--- src/blfc_pkg.sv ---
`timescale 1ns / 1ps

package blfc_pkg;

    localparam int THR_W      = 14;
    localparam int TMO_W      = 16;
    localparam int CFG_DATA_W = 16;
    localparam int TIME_W     = 32;
    localparam int ACCEL_W    = 13;
    localparam int SUM_W      = ACCEL_W + 2;
    localparam int PIXEL_W    = 5;
    localparam int COLOR_W    = 8;
    localparam int NOTIFY_W   = 2;
    // wide enough for any strip of up to 64 pixels
    localparam int BAR_W      = 6;

    localparam logic [THR_W-1:0] THR_RESET = 14'd2000;
    localparam logic [TMO_W-1:0] TMO_RESET = 16'd5000;

    typedef enum logic
    {
        CFG_THRESHOLD = 1'b0,
        CFG_TIMEOUT   = 1'b1
    } cfg_index_t;

    localparam int NOTIFY_TRIG_BIT = 0;
    localparam int NOTIFY_END_BIT  = 1;

    localparam logic [COLOR_W-1:0] COLOR_FULL = 8'hFF;
    localparam logic [COLOR_W-1:0] COLOR_OFF  = 8'h00;
    localparam logic [COLOR_W-1:0] AMBER_R    = 8'hFF;
    localparam logic [COLOR_W-1:0] AMBER_G    = 8'hBF;
    localparam logic [COLOR_W-1:0] AMBER_B    = 8'h00;

    localparam int LAMP_SPAN = 3;
    localparam int BAR_LOW   = 3;
    localparam int BAR_MARGIN = 5;

    typedef struct packed
    {
        logic                panic;
        logic                flash_on;
        logic                left_blink;
        logic                right_blink;
        logic [BAR_W-1:0]    draw_bar;
        logic                left_lamp;
        logic                right_lamp;
        logic [NOTIFY_W-1:0] notify;
    } frame_desc_t;

endpackage

--- src/blfc_front.sv ---
`timescale 1ns / 1ps

module blfc_front #(
    parameter int NUM_PIXELS   = 20,
    parameter int FLASH_PERIOD = 16
) (
    input  logic                              clk,
    input  logic                              rst_n,
    input  logic                              cfg_wr_en,
    input  blfc_pkg::cfg_index_t              cfg_index,
    input  logic [blfc_pkg::CFG_DATA_W-1:0]   cfg_data,
    input  logic                              accept,
    input  logic [blfc_pkg::TIME_W-1:0]       time_ms,
    input  logic signed [blfc_pkg::ACCEL_W-1:0] accel_x,
    input  logic signed [blfc_pkg::ACCEL_W-1:0] accel_y,
    input  logic signed [blfc_pkg::ACCEL_W-1:0] accel_z,
    input  logic                              right_button_n,
    input  logic                              left_button_n,
    output blfc_pkg::frame_desc_t             desc
);
    import blfc_pkg::*;

    localparam int PIX_W = $clog2(NUM_PIXELS);
    localparam int FL_W  = $clog2(FLASH_PERIOD);

    logic [THR_W-1:0]  thr_reg;
    logic [TMO_W-1:0]  tmo_reg;
    logic              panic_reg, panic_next;
    logic [TIME_W-1:0] start_reg, start_next;
    logic              right_prev_reg, left_prev_reg;
    logic              right_blink_reg, right_blink_next;
    logic              left_blink_reg, left_blink_next;
    logic [FL_W-1:0]   phase_reg, phase_next;
    logic [PIX_W-1:0]  bar_reg, bar_next;
    logic              rev_reg, rev_next;
    logic              left_lamp_reg, left_lamp_next;
    logic              right_lamp_reg, right_lamp_next;

    logic [ACCEL_W-1:0] abs_x, abs_y, abs_z;
    logic [SUM_W-1:0]   sum;
    logic [TIME_W-1:0]  elapsed;
    logic               trig, ends, flash_on, right_press, left_press;

    function automatic logic [ACCEL_W-1:0] abs_val(input logic [ACCEL_W-1:0] v);
        return v[ACCEL_W-1] ? (~v + 1'b1) : v;
    endfunction

    always_comb
    begin
        abs_x = abs_val(accel_x);
        abs_y = abs_val(accel_y);
        abs_z = abs_val(accel_z);
        sum = SUM_W'(abs_x) + SUM_W'(abs_y) + SUM_W'(abs_z);
        trig = sum > SUM_W'(thr_reg);
        elapsed = time_ms - start_reg;
        ends = panic_reg && !trig && (elapsed > TIME_W'(tmo_reg));
        panic_next = trig | (panic_reg & ~ends);
        start_next = trig ? time_ms : start_reg;

        right_press = !right_button_n;
        left_press = !left_button_n;
        right_blink_next = right_blink_reg ^ (right_press & ~right_prev_reg);
        left_blink_next = left_blink_reg ^ (left_press & ~left_prev_reg);

        flash_on = phase_reg >= FL_W'(FLASH_PERIOD / 2);
        phase_next = (phase_reg == FL_W'(FLASH_PERIOD - 1)) ? '0 : phase_reg + 1'b1;

        left_lamp_next = left_lamp_reg;
        right_lamp_next = right_lamp_reg;
        bar_next = bar_reg;
        rev_next = rev_reg;
        if (!panic_next)
        begin
            left_lamp_next = left_blink_next & flash_on;
            right_lamp_next = right_blink_next & flash_on;
            if (!rev_reg && bar_reg == PIX_W'(NUM_PIXELS - BAR_MARGIN))
                rev_next = 1'b1;
            else if (rev_reg && bar_reg == PIX_W'(BAR_LOW))
                rev_next = 1'b0;
            bar_next = rev_next ? bar_reg - 1'b1 : bar_reg + 1'b1;
        end

        desc.panic = panic_next;
        desc.flash_on = flash_on;
        desc.left_blink = left_blink_next;
        desc.right_blink = right_blink_next;
        desc.draw_bar = BAR_W'(bar_reg);
        desc.left_lamp = left_lamp_next;
        desc.right_lamp = right_lamp_next;
        desc.notify = '0;
        desc.notify[NOTIFY_TRIG_BIT] = trig;
        desc.notify[NOTIFY_END_BIT] = ends;
    end

    always_ff @(posedge clk or negedge rst_n)
    begin
        if (!rst_n)
        begin
            thr_reg <= THR_RESET;
            tmo_reg <= TMO_RESET;
        end
        else if (cfg_wr_en)
        begin
            unique case (cfg_index)
                CFG_THRESHOLD: thr_reg <= cfg_data[THR_W-1:0];
                CFG_TIMEOUT:   tmo_reg <= cfg_data[TMO_W-1:0];
                default:       ;
            endcase
        end
    end

    always_ff @(posedge clk or negedge rst_n)
    begin
        if (!rst_n)
        begin
            panic_reg       <= 1'b0;
            start_reg       <= '0;
            right_prev_reg  <= 1'b0;
            left_prev_reg   <= 1'b0;
            right_blink_reg <= 1'b0;
            left_blink_reg  <= 1'b0;
            phase_reg       <= '0;
            bar_reg         <= PIX_W'(BAR_LOW);
            rev_reg         <= 1'b0;
            left_lamp_reg   <= 1'b0;
            right_lamp_reg  <= 1'b0;
        end
        else if (accept)
        begin
            panic_reg       <= panic_next;
            start_reg       <= start_next;
            right_prev_reg  <= right_press;
            left_prev_reg   <= left_press;
            right_blink_reg <= right_blink_next;
            left_blink_reg  <= left_blink_next;
            phase_reg       <= phase_next;
            bar_reg         <= bar_next;
            rev_reg         <= rev_next;
            left_lamp_reg   <= left_lamp_next;
            right_lamp_reg  <= right_lamp_next;
        end
    end

endmodule

--- src/blfc_queue.sv ---
`timescale 1ns / 1ps

module blfc_queue (
    input  logic                  clk,
    input  logic                  rst_n,
    input  logic                  push,
    input  blfc_pkg::frame_desc_t push_desc,
    input  logic                  pop,
    output logic                  full,
    output logic                  not_empty,
    output blfc_pkg::frame_desc_t head_desc
);
    import blfc_pkg::*;

    frame_desc_t slot_reg [2];
    logic        wr_ptr_reg, wr_ptr_next;
    logic        rd_ptr_reg, rd_ptr_next;
    logic [1:0]  count_reg, count_next;

    always_comb
    begin
        wr_ptr_next = wr_ptr_reg ^ push;
        rd_ptr_next = rd_ptr_reg ^ pop;
        count_next = count_reg + {1'b0, push} - {1'b0, pop};
        full = count_reg == 2'd2;
        not_empty = count_reg != 2'd0;
        head_desc = slot_reg[rd_ptr_reg];
    end

    always_ff @(posedge clk)
    begin
        if (push)
            slot_reg[wr_ptr_reg] <= push_desc;
    end

    always_ff @(posedge clk or negedge rst_n)
    begin
        if (!rst_n)
        begin
            wr_ptr_reg <= 1'b0;
            rd_ptr_reg <= 1'b0;
            count_reg  <= 2'd0;
        end
        else
        begin
            wr_ptr_reg <= wr_ptr_next;
            rd_ptr_reg <= rd_ptr_next;
            count_reg  <= count_next;
        end
    end

endmodule

--- src/blfc_back.sv ---
`timescale 1ns / 1ps

module blfc_back #(
    parameter int NUM_PIXELS = 20
) (
    input  logic                            clk,
    input  logic                            rst_n,
    input  logic                            q_not_empty,
    input  blfc_pkg::frame_desc_t           q_desc,
    output logic                            q_pop,
    output logic                            out_valid,
    input  logic                            out_stall,
    output logic [blfc_pkg::PIXEL_W-1:0]    pixel_index,
    output logic [blfc_pkg::COLOR_W-1:0]    red,
    output logic [blfc_pkg::COLOR_W-1:0]    green,
    output logic [blfc_pkg::COLOR_W-1:0]    blue,
    output logic                            last_pixel,
    output logic                            panic_active,
    output logic                            left_lamp,
    output logic                            right_lamp,
    output logic [blfc_pkg::NOTIFY_W-1:0]   notify
);
    import blfc_pkg::*;

    localparam int PIX_W = $clog2(NUM_PIXELS);

    logic [PIX_W-1:0]    cnt_reg, cnt_next;
    logic                valid_reg, valid_next;
    logic [PIXEL_W-1:0]  index_reg;
    logic [COLOR_W-1:0]  red_reg, green_reg, blue_reg;
    logic                last_reg, panic_reg, llamp_reg, rlamp_reg;
    logic [NOTIFY_W-1:0] notify_reg;

    logic               load, emit, is_last;
    logic [BAR_W-1:0]   pos;
    logic [COLOR_W-1:0] r, g, b;

    always_comb
    begin
        load = !valid_reg || !out_stall;
        emit = load && q_not_empty;
        is_last = cnt_reg == PIX_W'(NUM_PIXELS - 1);
        q_pop = emit && is_last;
        valid_next = load ? q_not_empty : valid_reg;
        cnt_next = cnt_reg;
        if (emit)
            cnt_next = is_last ? '0 : cnt_reg + 1'b1;

        pos = BAR_W'(cnt_reg);
        r = COLOR_OFF;
        g = COLOR_OFF;
        b = COLOR_OFF;
        if (q_desc.panic)
        begin
            if (q_desc.flash_on)
                r = COLOR_FULL;
        end
        else
        begin
            if ((q_desc.left_blink && q_desc.flash_on &&
                 pos >= BAR_W'(NUM_PIXELS - LAMP_SPAN)) ||
                (q_desc.right_blink && q_desc.flash_on && pos < BAR_W'(LAMP_SPAN)))
            begin
                r = AMBER_R;
                g = AMBER_G;
                b = AMBER_B;
            end
            if (pos == q_desc.draw_bar || pos == q_desc.draw_bar + 1'b1)
            begin
                r = COLOR_FULL;
                g = COLOR_OFF;
                b = COLOR_OFF;
            end
        end
    end

    always_ff @(posedge clk or negedge rst_n)
    begin
        if (!rst_n)
        begin
            valid_reg <= 1'b0;
            cnt_reg   <= '0;
        end
        else
        begin
            valid_reg <= valid_next;
            cnt_reg   <= cnt_next;
        end
    end

    always_ff @(posedge clk)
    begin
        if (emit)
        begin
            index_reg  <= PIXEL_W'(cnt_reg);
            red_reg    <= r;
            green_reg  <= g;
            blue_reg   <= b;
            last_reg   <= is_last;
            panic_reg  <= q_desc.panic;
            llamp_reg  <= q_desc.left_lamp;
            rlamp_reg  <= q_desc.right_lamp;
            notify_reg <= q_desc.notify;
        end
    end

    assign out_valid    = valid_reg;
    assign pixel_index  = index_reg;
    assign red          = red_reg;
    assign green        = green_reg;
    assign blue         = blue_reg;
    assign last_pixel   = last_reg;
    assign panic_active = panic_reg;
    assign left_lamp    = llamp_reg;
    assign right_lamp   = rlamp_reg;
    assign notify       = notify_reg;

endmodule

--- src/bike_light_frame_controller_top.sv ---
`timescale 1ns / 1ps
// Channel | Direction | Handshake          | Beat
// in      | input     | in_valid/in_stall  | one frame tick: time, accel, buttons
// out     | output    | out_valid/out_stall| one pixel of the frame, index 0 upward
// cfg     | input     | cfg_wr_en          | register write, index 0 threshold, 1 timeout
//
// Each tick yields NUM_PIXELS output beats, one per cycle from the pixel counter
// in the back end while out_stall is low and a descriptor is queued.
// The front end takes a tick whenever the queue is not full and queues up to two frame descriptors.
// With the queue empty, a taken tick is queued, then its first pixel is registered at the output.
// in_stall rises when the queue is full; out_stall holds the output register.
// Reset (rst_n low, async) clears queue, control and config state; not slots or pixel data.

module bike_light_frame_controller_top #(
    parameter int NUM_PIXELS   = 20,
    parameter int FLASH_PERIOD = 16
) (
    input  logic                                clk,
    input  logic                                rst_n,
    input  logic                                cfg_wr_en,
    input  blfc_pkg::cfg_index_t                cfg_index,
    input  logic [blfc_pkg::CFG_DATA_W-1:0]     cfg_data,
    input  logic                                in_valid,
    output logic                                in_stall,
    input  logic [blfc_pkg::TIME_W-1:0]         time_ms,
    input  logic signed [blfc_pkg::ACCEL_W-1:0] accel_x,
    input  logic signed [blfc_pkg::ACCEL_W-1:0] accel_y,
    input  logic signed [blfc_pkg::ACCEL_W-1:0] accel_z,
    input  logic                                right_button_n,
    input  logic                                left_button_n,
    output logic                                out_valid,
    input  logic                                out_stall,
    output logic [blfc_pkg::PIXEL_W-1:0]        pixel_index,
    output logic [blfc_pkg::COLOR_W-1:0]        red,
    output logic [blfc_pkg::COLOR_W-1:0]        green,
    output logic [blfc_pkg::COLOR_W-1:0]        blue,
    output logic                                last_pixel,
    output logic                                panic_active,
    output logic                                left_lamp,
    output logic                                right_lamp,
    output logic [blfc_pkg::NOTIFY_W-1:0]       notify
);
    import blfc_pkg::*;

    frame_desc_t front_desc;
    frame_desc_t head_desc;
    logic        accept, q_full, q_not_empty, q_pop;

    assign in_stall = q_full;
    assign accept = in_valid && !q_full;

    blfc_front #(
        .NUM_PIXELS   (NUM_PIXELS),
        .FLASH_PERIOD (FLASH_PERIOD)
    ) u_front (
        .clk            (clk),
        .rst_n          (rst_n),
        .cfg_wr_en      (cfg_wr_en),
        .cfg_index      (cfg_index),
        .cfg_data       (cfg_data),
        .accept         (accept),
        .time_ms        (time_ms),
        .accel_x        (accel_x),
        .accel_y        (accel_y),
        .accel_z        (accel_z),
        .right_button_n (right_button_n),
        .left_button_n  (left_button_n),
        .desc           (front_desc)
    );

    blfc_queue u_queue (
        .clk       (clk),
        .rst_n     (rst_n),
        .push      (accept),
        .push_desc (front_desc),
        .pop       (q_pop),
        .full      (q_full),
        .not_empty (q_not_empty),
        .head_desc (head_desc)
    );

    blfc_back #(
        .NUM_PIXELS (NUM_PIXELS)
    ) u_back (
        .clk          (clk),
        .rst_n        (rst_n),
        .q_not_empty  (q_not_empty),
        .q_desc       (head_desc),
        .q_pop        (q_pop),
        .out_valid    (out_valid),
        .out_stall    (out_stall),
        .pixel_index  (pixel_index),
        .red          (red),
        .green        (green),
        .blue         (blue),
        .last_pixel   (last_pixel),
        .panic_active (panic_active),
        .left_lamp    (left_lamp),
        .right_lamp   (right_lamp),
        .notify       (notify)
    );

endmodule

--- config.mk ---
export PLATFORM = sky130hd
export DESIGN_NAME = bike_light_frame_controller_top
export DESIGN_NICKNAME = d
export VERILOG_FILES = /design/src/blfc_pkg.sv /design/src/blfc_front.sv /design/src/blfc_queue.sv /design/src/blfc_back.sv /design/src/bike_light_frame_controller_top.sv
export SDC_FILE = /design/constraint.sdc
export NUM_CORES = 1
export LEC_CHECK = 0
export ABC_AREA = 0
export BUFFER_PORTS_ARGS = -buffer_cell sky130_fd_sc_hd__buf_2
export CORE_MARGIN = 2
export CORE_UTILIZATION = 30
export DETAILED_ROUTE_END_ITERATION = 12
export GPL_ROUTABILITY_DRIVEN = 0
export SLEW_MARGIN = 10
export SYNTH_ARGS = -nofsm -noshare
export SYNTH_HDL_FRONTEND = slang
export SYNTH_SLANG_ARGS = --single-unit
export TNS_END_PERCENT = 50
--- constraint.sdc ---
create_clock -name clk -period 6.9 [get_ports clk]
set_input_delay 0.69 -clock clk [delete_from_list [all_inputs] [get_ports clk]]
set_output_delay 0.69 -clock clk [all_outputs]
set_load 0.05 [all_outputs]
==> results of run 1 <==
==> logic make-up (layout without fill, tap and decap cells) <==
group | Yosys count | count (layout) | share of synthesized area (%)
buf+inv | 152 | 259 | 6.72
compound gates | 266 | 266 | 16.8
flops | 128 | 128 | 34.4
other cells | 1 | 10 | 0.0378
fa+ha+maj | 106 | 106 | 13.7
simple gates | 308 | 308 | 15.2
mux | 44 | 44 | 5.08
xor+xnor | 92 | 92 | 8.12
==> worst max-delay path, stage by stage <==
cell,delay [ps]
buf_2,90
inv_1,50
ha_1,280
nand2_1,60
o21ai_0,160
fa_1,500
a21o_1,180
a21oi_1,220
o21bai_1,90
a21oi_1,230
o21bai_1,100
a21oi_1,210
xnor2_1,150
ha_1,300
o2111ai_1,130
nand3_1,130
o41ai_1,430
o21ai_0,200
xnor2_1,160
ha_1,290
nand3_1,100
nor4_1,290
a21oi_1,60
o21ai_0,100
buf_4,170
nand2_1,110
nor2_2,230
mux2_1,360
==> worst max path at each step <==
| stage | startpoint | end | cells past startpoint |
|---|---|---|---|
| after detailed placement | accel_y[0] | u_queue.slot_reg[0][2] | 30 |
| after floorplan | accel_y[0] | u_queue.slot_reg[0][2] | 28 |
| after CTS | accel_y[0] | u_queue.slot_reg[1][2] | 28 |
| final | accel_y[0] | u_queue.slot_reg[1][2] | 28 |
| after global routing | accel_y[0] | u_queue.slot_reg[1][2] | 28 |
| after global placement | accel_y[0] | u_queue.slot_reg[0][3] | 28 |
==> cells in the final DEF, fill, tap and decap left out, types with 5 or more instances in the layout <==
cell type	instances
o22ai_1	6
o41ai_1	11
mux2i_1	11
o211ai_1	9
clkbuf_16	17
o21a_1	14
nand3_1	20
nand2b_1	10
a21o_1	18
o21ai_0	94
nor2b_1	10
or4_1	6
mux2_2	25
inv_6	8
dfstp_2	13
dfrtp_1	76
nand2_1	113
or3_1	8
xor2_1	21
edfxtp_1	39
inv_1	101
nor4_1	9
ha_1	102
mux2_4	6
a211oi_1	8
nor2_1	67
nand4_1	12
o21bai_1	5
buf_2	121
xnor2_1	71
nor3_1	20
a21oi_1	58
conb_1	9
o31ai_1	7
and2_1	7
==> area by class of cell <==
type / instances / area (um2) / area share [%]
Antenna cell: 1 / 2.50 / 0.0218
Clock buffer: 17 / 425 / 3.71
Clock inverter: 15 / 140 / 1.22
Inverter: 101 / 379 / 3.31
Multi-Input combinational cell: 825 / 5890 / 51.4
Sequential cell: 128 / 3410 / 29.8
Tap cell: 442 / 553 / 4.83
Timing Repair Buffer: 126 / 656 / 5.72
==> cell usage after synthesis, types with 5 or more instances <==
master / instances
nand2_1: 113
ha_1: 102
inv_1: 101
o21ai_0: 94
dfrtp_1: 76
xnor2_1: 71
nor2_1: 67
a21oi_1: 59
edfxtp_1: 39
mux2_2: 25
buf_4: 22
clkbuf_1: 22
xor2_1: 21
nand3_1: 20
nor3_1: 20
a21o_1: 18
o21a_1: 14
dfstp_2: 13
nand4_1: 12
mux2i_1: 11
o41ai_1: 11
nand2b_1: 10
nor2b_1: 10
nor4_1: 9
o211ai_1: 9
a211oi_1: 8
or3_1: 8
and2_1: 7
o31ai_1: 7
mux2_4: 6
o22ai_1: 6
or4_1: 6
buf_2: 5
o21bai_1: 5
==> per-layer routing <==
layer	share of wire [%]	vias up
met4	1.4	2
met5	0.057	-
met1	47	3691
met3	4.3	23
met2	47	169
li1	-	4070
==> where the power goes <==
part	switching (mW)	total (mW)	internal, mW
Clock	0.398	0.876	0.478
Sequential	0.174	1.33	1.15
Combinational	1.86	3.08	1.22
==> key figures, run 1 <==
Layout
  • Fillers: 3376
  • Area grow syn2layout: 15.4%
  • Fin area: 11500 um2
  • Finished Layout Cells: 1655
  • Layout cell share with drive strength beyond 1: 18.1%
  • Max FFs per register: 32
  • Final core occ: 35.2%
  • Nets: 1400

Synthesis
  • Yosys top cell by area: dfrtp_1
  • EDFF count, synth: 39
  • Syn_area_per_cell: 9.05 um2
  • Synth Flop Type: dfrtp_1
  • Cells after synthesis: 1097
  • Synth top area share: 19.2%
  • Unique masters post-synth: 76
  • Yosys warnings: 0
  • Asr flop ratio synth: 69.5%
  • Mapped cell area: 9930 um2
  • Yosys reg bits: 128
  • Register area share after synthesis: 34.4%
  • Top cells by area, synth: dfrtp_1 19%, ha_1 13%, edfxtp_1 12%

Timing
  • Slew Limit Fails: 0
  • Slew HR: 46.0%
  • Hold Violations, Final: 0
  • Worst hold slack: 190 ps
  • Final min period: 5910 ps
  • Max Clock Skew: 9.68 ps
  • F_max: 169 MHz
  • Final WS setup: 987 ps
  • Final setup TNS: 0 ps
  • RSZ-0062 raised after global routing: false
  • Final period util: 85.7%
  • Final-report setup violation count: 0
  • Least-Margin Pin Slew: 809 ps

Global routing
  • First-pass GRT wire length: 37500 um
  • Vias in the first global route: 7622
  • GRT Residual Overflow: 0
  • GR Util met1: 17.8%
  • Met2 usage: 23.0%
  • Pin count of the biggest net entering global routing: 63
  • Gr busiest metal: met2
  • Gr usage total: 13.6%
  • Met3 usage: 2.52%
  • Initial antenna violation count: 2

Placed design
  • DP Area: 10900 um2
  • PortBufs: 122
  • Dpl cells: 1622
  • DPL Wire Length: 17800 um
  • DP Worst Slack: 558 ps

Clock network
  • Post-CTS Hold Buffers: 0
  • H-tree lvl count: 4
  • CTS tree: yes
  • Register clock-pin slew on the reported worst setup and hold paths: 60 ps
  • CTS root buf: clkbuf_16
  • Post-CTS Resized: 0
  • Clock Tree Buf Depth: 2
  • Clk sinks: 128
  • Post-CTS setup buffer count: 0
  • CTS buffer count: 17
  • Worst-skew pair later-pin latency: 420 ps

Power
  • Max VDD drop: 0.000191 V
  • Final Total Pwr: 5.28 mW
  • PwrDens: 461 nW/um2
  • P_leak: 5.03 nW

Detailed routing
  • DRT iter0 DRCs: 340
  • Routed WL: 22700 um
  • WL/cell: 13.7 um
  • Vias: 7955
  • DR pass1 iterations: 6
  • Number of remaining DRC errors: 0
  • ANT nets after route: 0
  • Via/cell ratio: 4.81

Run
  • Total of max-cap violations: 0

Worst setup path
  • Reg2Reg Setup Slack: 1720 ps
  • R2R cell count: 21
  • CP startpoint kind: input pin
  • WP data required: 7060 ps
  • CP Capture Type: flop
  • WP data arrival: 6070 ps
  • Worst R2R Start: u_front.start_reg[0]
  • Reg2reg end: u_queue.slot_reg[1][2]
  • CP max FO: 6
  • WS Path Type: in -> reg

Die
  • Row cnt: 66
  • IO Pins: 132
  • Die width: 186 um
  • Die span in y: 186 um
  • Die area: 34600 um2
  • Initial Utilization: 30.5%
  • Core ar.: 32500 um2

Worst hold path
  • Worst hold path type: in -> async

Run status
  • Status: finished, final reports clean
(Power assumes the default switching activity.)
==> inputs of run 2 (changes only) <==
Settings changed: PLACE_DENSITY set to 0.5.
==> run 2 against run 1 <==
  * Combinational power about the same
  * Wire length increased by 2.2%
  * Sequential cell count unchanged
  * Sequential power about the same
  * Core utilization about the same
  * Die area unchanged
  * Non-clock buffer count decreased by 1
==> key figures, run 2 (same netlist as run 1, synthesis figures left out) <==
Worst setup path
  • Biggest cell delay along the critical path: 500 ps (about the same)
  • CP Capture Type: flop
  • WP data required: 7060 ps (about the same)
  • WS Path Type: in -> reg
  • CP startpoint kind: input pin
  • Worst R2R Start: u_front.start_reg[0]
  • WP data arrival: 6320 ps (+250 ps)
  • Critical Path Most Common Cell: a21oi_1
  • Reg2Reg Setup Slack: 1720 ps (about the same)
  • R2R cell count: 21 (unchanged)
  • CP max FO: 4 (-2)
  • CP max stage cell: fa_1
  • Reg2reg end: u_queue.slot_reg[0][3]

Layout
  • Area grow syn2layout: 15.5% (about the same)
  • Fillers: 3401 (+0.74%)
  • Nets: 1399 (-0.071%)
  • Finished Layout Cells: 1653 (-0.12%)
  • Max FFs per register: 32 (unchanged)
  • Layout cell share with drive strength beyond 1: 18.0% (-0.068 points)
  • Fin area: 11500 um2 (about the same)
  • Most common cell after layout, fill and taps aside: buf_2
  • Commonest non-fill, non-tap cells in the layout: 121 x buf_2, 113 x nand2_1, 102 x ha_1, 101 x inv_1, 94 x o21ai_0
  • # diodes: 0 (-1)
  • Final core occ: 35.2% (about the same)

Detailed routing
  • ANT nets after route: 0 (unchanged)
  • Via/cell ratio: 4.80 (-0.13%)
  • DR pass1 iterations: 4 (-2)
  • M1 wire length: 11500 um (+7.6%)
  • Vias: 7935 (-0.25%)
  • Routed met3 length: 846 um (-13%)
  • WL/cell: 14.0 um (+2.3%)
  • Routed WL: 23200 um (+2.2%)
  • Wire length on met2: 10600 um (-0.98%)
  • DRT iter0 DRCs: 413 (+21%)
  • Number of remaining DRC errors: 0 (unchanged)
  • Top layer in use: met4

Power
  • P_sw: 2.46 mW (+1.2%)
  • Max VDD drop: 0.000182 V (-4.7%)
  • Clock power share: 17.0% (+0.4 points)
  • Internal power contribution: 2.85 mW (about the same)
  • Final Total Pwr: 5.31 mW (+0.53%)
  • Sequential share of power: 24.9% (-0.2 points)
  • Net Sw Frac: 46.3% (+0.33 points)
  • P_leak: 5.04 nW (+0.14%)
  • PwrDens: 463 nW/um2 (+0.44%)
  • Gate power share: 58.1% (-0.2 points)

Clock network
  • Register clock-pin slew on the reported worst setup and hold paths: 70 ps (about the same)
  • Post-CTS setup buffer count: 0 (unchanged)
  • CTS root buf: clkbuf_16
  • Worst-skew pair later-pin latency: 430 ps (about the same)
  • CTS tree: yes
  • Post-CTS Resized: 0 (unchanged)
  • Clk sinks: 128 (unchanged)
  • Post-CTS Hold Buffers: 0 (unchanged)
  • H-tree lvl count: 4 (unchanged)
  • CTS buffer count: 17 (unchanged)
  • Clock Tree Buf Depth: 2 (unchanged)

Run status
  • Status: finished, final reports clean

Timing
  • RSZ-0062 raised after global routing: false
  • Least-Margin Pin Slew: 837 ps (+27.5 ps)
  • Slew HR: 44.2% (-1.8 points)
  • Final-report setup violation count: 0 (unchanged)
  • Final setup TNS: 0 ps (unchanged)
  • Slew Limit Fails: 0 (unchanged)
  • Hold Violations, Final: 0 (unchanged)
  • Final min period: 6160 ps (+246 ps)
  • F_max: 162 MHz (-4.0%)
  • Final period util: 89.3% (+3.6 points)
  • Max Clock Skew: 12.2 ps (+2.50 ps)

Placed design
  • PortBufs: 122 (unchanged)
  • DPL Wire Length: 18300 um (+2.4%)
  • DP Area: 10900 um2 (about the same)
  • Dpl cells: 1621 (-0.062%)

Global routing
  • Pin count of the biggest net entering global routing: 65 (+3.2%)
  • GRT Residual Overflow: 0 (unchanged)
  • First-pass GRT wire length: 38400 um (+2.2%)
  • Gr usage total: 14.0% (+0.37 points)
  • Initial antenna violation count: 0 (-2)
  • Vias in the first global route: 7613 (-0.12%)

Worst hold path
  • Worst hold path type: in -> async

Die
  • Row cnt: 66 (unchanged)
  • IO Pins: 132 (unchanged)
  • Die area: 34600 um2 (unchanged)
  • Initial Utilization: 30.5% (unchanged)
  • Die width: 186 um (unchanged)
  • Core ar.: 32500 um2 (unchanged)
  • Die span in y: 186 um (unchanged)

Run
  • Total of max-cap violations: 0 (unchanged)
==> run 2: cell types whose count changed in the layout (fill, tap and decap cells not counted), sizes merged <==
cell | previous run | this run
clkinv | 2 | 3
diode | 1 | 0
buf | 126 | 125
clkinvlp | 2 | 1
==> run 2: worst max path at each step <==
stage                             endpoint  slack, ps  startpoint  depth (start not counted)
global placement    u_queue.slot_reg[0][3]        500  accel_y[0]                         29
detailed placement  u_queue.slot_reg[0][2]        330  accel_y[0]                         29
floorplan           u_queue.slot_reg[0][2]       1230  accel_y[0]                         28
global route        u_queue.slot_reg[0][3]        220  accel_x[0]                         29
finish              u_queue.slot_reg[0][3]        740  accel_y[0]                         29
CTS                 u_queue.slot_reg[0][3]        760  accel_y[0]                         29
==> run 2: cell type report <==
class                           count  area (um2)  area share (%)
Clock buffer                       17         425            3.71
Clock inverter                     15         160            1.40
Inverter                          101         379            3.31
Multi-Input combinational cell    825        5890            51.3
Sequential cell                   128        3410            29.8
Tap cell                          442         553            4.82
Timing Repair Buffer              125         648            5.65
==> run 2: power groups by stage <==
| stage | registers [mW] | logic, mW | clock network [mW] |
|---|---|---|---|
| after floorplan | 1.41 | 2.39 | 0 |
| after CTS | 1.33 | 3.11 | 0.936 |
| after global routing | 1.37 | 3.48 | 0.961 |
| after detailed placement | 1.34 | 3.09 | 0 |
| final | 1.32 | 3.08 | 0.903 |
| after global placement | 1.33 | 3.04 | 0 |
==> run 2: through the flow <==
stage | hold WS, ps | setup WS (ps)
after global routing | 189 | 224
final | 172 | 741
after CTS | 166 | 761
after global placement | 463 | 502
after detailed placement | 472 | 333
after floorplan | 394 | 1230
==> run 2: critical path, delay by kind of cell <==
kind            cells  cell delay [ps]
xor+xnor            1              150
buf+inv             2              140
compound gates     13             2580
simple gates        8             1030
mux                 1              360
fa+ha+maj           4             1360
==> run 2: layer usage <==
metal  vias up  global-route usage [%]
li1       4080                       -
met2       134                    22.8
met5         -                       0
met1      3706                    19.2
met3        15                    2.39
met4         0                    3.43
